`src/rtl/gradient_noise_3d_core_macros.svh`:
```
// Assertion macros shared by the gradient noise core.
// Used by gradient_noise_3d_core; no other dependencies.
`ifndef GRADIENT_NOISE_3D_CORE_MACROS_SVH
`define GRADIENT_NOISE_3D_CORE_MACROS_SVH

// Same-cycle implication, disabled while reset is held
`define GN3_ASSERT_NOW(lbl, clk, rstn, ante, cons, msg) \
    lbl: assert property (@(posedge clk) disable iff (!(rstn)) (ante) |-> (cons)) \
        else $error(msg);

// Next-cycle implication, disabled while reset is held
`define GN3_ASSERT_NEXT(lbl, clk, rstn, ante, cons, msg) \
    lbl: assert property (@(posedge clk) disable iff (!(rstn)) (ante) |=> (cons)) \
        else $error(msg);

`endif

```
`src/rtl/gn3_fade.sv`:
```
// Three-stage quintic fade 6t^5-15t^4+10t^3 for one axis fraction.
// Depends on nothing; stage loads come from the top-level flow control.
`timescale 1ns / 1ps

module gn3_fade #(
    parameter int FRAC_BITS = 16
) (
    input  logic                 aclk,
    input  logic [3:1]           ld,
    input  logic [FRAC_BITS-1:0] t_in,
    output logic [FRAC_BITS:0]   fade_out
);
    localparam int F = FRAC_BITS;

    logic [2*F-1:0] tsq_reg;
    logic [2*F+3:0] bq_reg;
    logic [F-1:0]   t1_reg;
    logic [2*F-1:0] t3p_reg;
    logic [F+3:0]   bval_reg;
    logic [2*F+3:0] fprod_reg;
    logic [F+3:0]   k15;

    // stage 1: t*t and (15 - 6t)*t
    assign k15 = (F+4)'(15 << F) - (F+4)'(t_in) * (F+4)'(6);
    always_ff @(posedge aclk) begin
        if (ld[1]) begin
            tsq_reg <= t_in * t_in;
            bq_reg  <= k15 * (2*F+4)'(t_in);
            t1_reg  <= t_in;
        end
    end

    // stage 2: t^3 product and the quadratic factor
    always_ff @(posedge aclk) begin
        if (ld[2]) begin
            t3p_reg  <= tsq_reg[2*F-1:F] * t1_reg;
            bval_reg <= (F+4)'(10 << F) - bq_reg[2*F+3:F];
        end
    end

    // stage 3: t^3 * b
    always_ff @(posedge aclk) begin
        if (ld[3]) begin
            fprod_reg <= (2*F+4)'(t3p_reg[2*F-1:F]) * (2*F+4)'(bval_reg);
        end
    end

    assign fade_out = fprod_reg[2*F:F];

endmodule

```
`config.mk`:
```
export PLATFORM = sky130hd
export DESIGN_NAME = gn3_fade
export DESIGN_NICKNAME = d
export VERILOG_FILES = /design/src/rtl/gradient_noise_3d_core_macros.svh /design/src/rtl/gn3_fade.sv
export SDC_FILE = /design/constraint.sdc
export NUM_CORES = 2
export LEC_CHECK = 0
export BUFFER_PORTS_ARGS = -buffer_cell sky130_fd_sc_hd__buf_4
export CAP_MARGIN = 20
export CORE_MARGIN = 4
export CORE_UTILIZATION = 55
export DETAILED_ROUTE_END_ITERATION = 7
export PLACE_DENSITY = 0.71
export SLEW_MARGIN = 0
export SYNTH_ARGS = -nofsm -noshare
export SYNTH_HDL_FRONTEND = slang
export SYNTH_SLANG_ARGS = --single-unit
```
`constraint.sdc`:
```
create_clock -name aclk -period 14.6 [get_ports aclk]
set_input_delay 0.73 -clock aclk [delete_from_list [all_inputs] [get_ports aclk]]
set_output_delay 0.73 -clock aclk [all_outputs]
set_load 0.03 [all_outputs]
```
**Word-level counts from Yosys, hierarchy flattened**

Index checks and enable logic that the tools add are counted.

- Register bits: 169
- Input bits: 20
- Output and inout port bits: 17
- Logic and storage cells: 13

- Add/subtract/negate cells: 2
- Multipliers: 5

Operator list:

| cell | count |
|---|---|
| $mul A16 B16 Y32 | 2 |
| $mul A20 B16 Y36 | 1 |
| $mul A16 B20 Y33 | 1 |
| $sub A20 B19 Y20 const A | 1 |
| $sub A20 B20 Y20 const A | 1 |
| $mul A16 B2 Y18 const B | 1 |

**Longest topological paths before layout**

- Depth after elaboration: 3
- Depth in mapped cells: 34
- Depth with buffers taken out: 33

**Worst setup path after synthesis**

Ideal clock, no wire load.

- Path type: input port to flip-flop
- Start: input t_in[0]
- End: register bq_reg[35] (data pin)
- Library setup time: 260 ps
- Arrival time: 8647 ps
- Required time: 14340 ps
- Path slack: 5694 ps
- Stages: 30
- Path buffers: 1
- Cell sequence: ha_1 fa_1 a21o_1 a21oi_1 xnor2_1 o211ai_1 nor4_2 nand2_1 xnor2_1 clkbuf_1 nand2_1 fa_1 fa_1 inv_1 fa_1 inv_1 fa_1 fa_1 fa_1 inv_1 ha_1 and4_1 and2_0 a311oi_1 o21ai_0 a31o_2 a31o_2 a311oi_1 o21ai_0 xnor2_1

- Cells in the longest elaborated chain, start to end: 3

RTL lines:

| item | RTL line | RTL |
|---|---|---|
| from (decl) | gn3_fade.sv:10 | `input logic [FRAC_BITS-1:0] t_in,` |
| $mul A16 B2 Y18 | gn3_fade.sv:24 | `assign k15 = (F+4)'(15 << F) - (F+4)'(t_in) * (F+4)'(6);` |
| $sub A20 B19 Y20 | gn3_fade.sv:24 |  |
| $mul A20 B16 Y36 * | gn3_fade.sv:28 | `bq_reg <= k15 * (2*F+4)'(t_in);` |
| to (signal assigned) | gn3_fade.sv:28 |  |
| to (decl) | gn3_fade.sv:16 | `logic [2*F+3:0] bq_reg;` |

Mark *: on every way between the ends. The rest lies on a longest branch, timed or not.
A chain may end at the register's enable or synchronous reset.

**Final worst setup path**

- Start: input t_in[1]
- End: register bq_reg[34] (data pin)

Same word-level chain as after synthesis.

==> qor.yml <==
status:
  status: "finished, final reports clean"
grt:
  antenna_found_initial: 1
  overflow: 0
  grt_max_degree: 53
  grt_pass1_wl_mm: 151
  track_usage_pct: 25.4
  grt_pass1_vias: 29600
drt:
  ant_nets: 0
  viasPerCell: 5.41
  drc: 0
  drtPass1Iterations: 6
  dr_total_vias: 26500
  wl_mm: 87.9
  wl_per_cell_um: 17.9
  drt_iter0_drc: 1375
synth:
  ys_top_cells_by_count: "997 x inv_1, 839 x fa_1, 619 x nand2_1, 419 x ha_1, 316 x and2_1"
  synth-compound-area-share_pct: 4.13
  syn-cell-area_um2: 38000
  yosysMostFrequentCell: "inv_1"
  synth_area_leaders: "fa_1 44%, ha_1 14%, inv_1 9.9%"
  ys_seq_elements: 105
  syn_inst: 4088
  synthAdderAreaFrac_pct: 58.0
  synth-simple-area-share_pct: 15.2
  yosys_warnings: 0
  synth_area_per_cell_um2: 9.29
  yosysTopAreaCellShare_pct: 44.2
  synth_top_family_by_area: "adder cells"
  synth_xor_area_share_pct: 2.88
  synthDistinctLibCells: 74
  synthArstFlopShare_pct: 0
  synth_edf_count: 105
  synth_flop_cell: "edfxtp_1"
  yosysSeqAreaShare_pct: 8.30
  yosysTopAreaCell: "fa_1"
  synth_mux_area_share_pct: 0.0857
  synth_nets: 5366
worst_setup_path:
  critPathMaxFanout: 36
  start_kind: "primary input"
  critical_path.slowest_cell: "nor4_2"
  rrSetupSlack_ns: 6.99
  r2r-start: "t1_reg[1]"
  crit_top_cell: "fa_1"
  cp-startpoint: "t_in[1]"
  cp_data_arrival_time_ns: 9.88
  crit_type: "primary input to register"
  slowest_delay_ns: 0.62
  ff2ff_path_depth: 21
  required_ns: 14.75
  endpoint_kind: "register"
sta:
  hold_viol_final: 0
  grt_setup_unrepaired: "false"
  fmax_mhz: 103
  finalCritPeriodShare_pct: 66.7
  worst_pin_slew_ns: 0.982
  final_max_slew_viol_count: 0
  hold_ws_ns: 0.500
  max-slew-margin-rel_pct: 34.5
  fin_tns_setup_ns: 0
  setup_viol: 0
  clock_skew_ns: 0.0140
  timing.final.ws_setup_ns: 4.87
  finalCriticalPeriod_ns: 9.73
run:
  drv_cap: 0
min_path:
  hp-start: "bq_reg[16]"
  hold_depth: 0
  hp-class: "register to register"
floorplan:
  start_util_pct: 55.5
  die_area_um2: 73300
  rows: 96
  die_width_um: 271
  die_height_um: 271
  core_area_um2: 68500
  io_pins: 37
cells_and_area:
  syn_to_final_growth_pct: 3.50
  nNetsFinal: 5288
  fin_util_pct: 57.4
  layout-drive-gt1-share_pct: 2.69
  antenna_cells: 0
clocking:
  post_cts_buffers: 0
  cts_resized: 0
  cts_tree: "built"
  cts_buffer_depth: 2
  htree_num_levels: 3
  clock-sinks: 105
  cts_root_buffer: "clkbuf_16"
  postCtsHoldBufs: 0
  worstSkewPairLatency_ns: 0.39
  path_clk_slew_ns: 0.09
  cts_inserted_buffers: 9
placed_design:
  port_buffers: 36
  gp_congestion: 0.878
  hpwlAfterDp_mm: 69.8
  place_ws_ns: 4.56
-- cell families after synthesis --
group,count (synthesis)
AO/OA/AOI/OAI,232
flip-flops,105
XOR/XNOR,125
buffers and inverters,1150
AND/OR/NAND/NOR,1215
multiplexers,3
adder cells (fa/ha/maj),1258
-- path summary, 6_finish.rpt --
kind | endpoint
max reg2reg | t3p_reg[31]
max | bq_reg[34]
min reg2reg | bval_reg[0]
min | bval_reg[0]
-- cell usage in the layout (no fill, tap or decap), types with 25 or more instances in the layout --
cell type,count
nor3_1,31
inv_1,997
edfxtp_1,105
a21o_1,27
nor2_1,108
buf_4,61
nand3_1,25
xnor2_1,81
ha_1,419
xor2_1,40
a21oi_1,61
nand2_1,619
and2_1,316
o21ai_0,44
fa_1,839
-- layer usage --
layer | wire, um | track usage (%)
met5 | 0 | 0
met4 | 2800 | 7.68
met3 | 5140 | 3.45
met2 | 44200 | 45.0
met1 | 35700 | 32.8
-- critical path, delay by kind of cell --
family          cells  cell delay [ns]
compound gates      8             2.71
buf+inv             6             1.03
simple gates        7             1.43
fa+ha+maj           8             3.69
xor+xnor            2             0.25
-- stage by stage --
step / instance area [um^2] / std cells
finish: 39300 / 4897
global route: 39300 / 4897
CTS: 39300 / 4897
detailed placement: 39000 / 4881
global placement: 39000 / 4881
floorplan: 38000 / 4088
-- cell type report --
cell class / count / area [um^2]
clock buffers: 9 / 225
clock inverters: 7 / 88.8
fillers: 5980 / 29200
inverters: 1000 / 3750
multi-input cells: 2833 / 30500
flip-flops and latches: 105 / 3150
well taps: 882 / 1100
repair buffers: 61 / 458
Power is not shown: default switching activity piles up to over one toggle a cycle in this logic, so the estimate is an artifact.
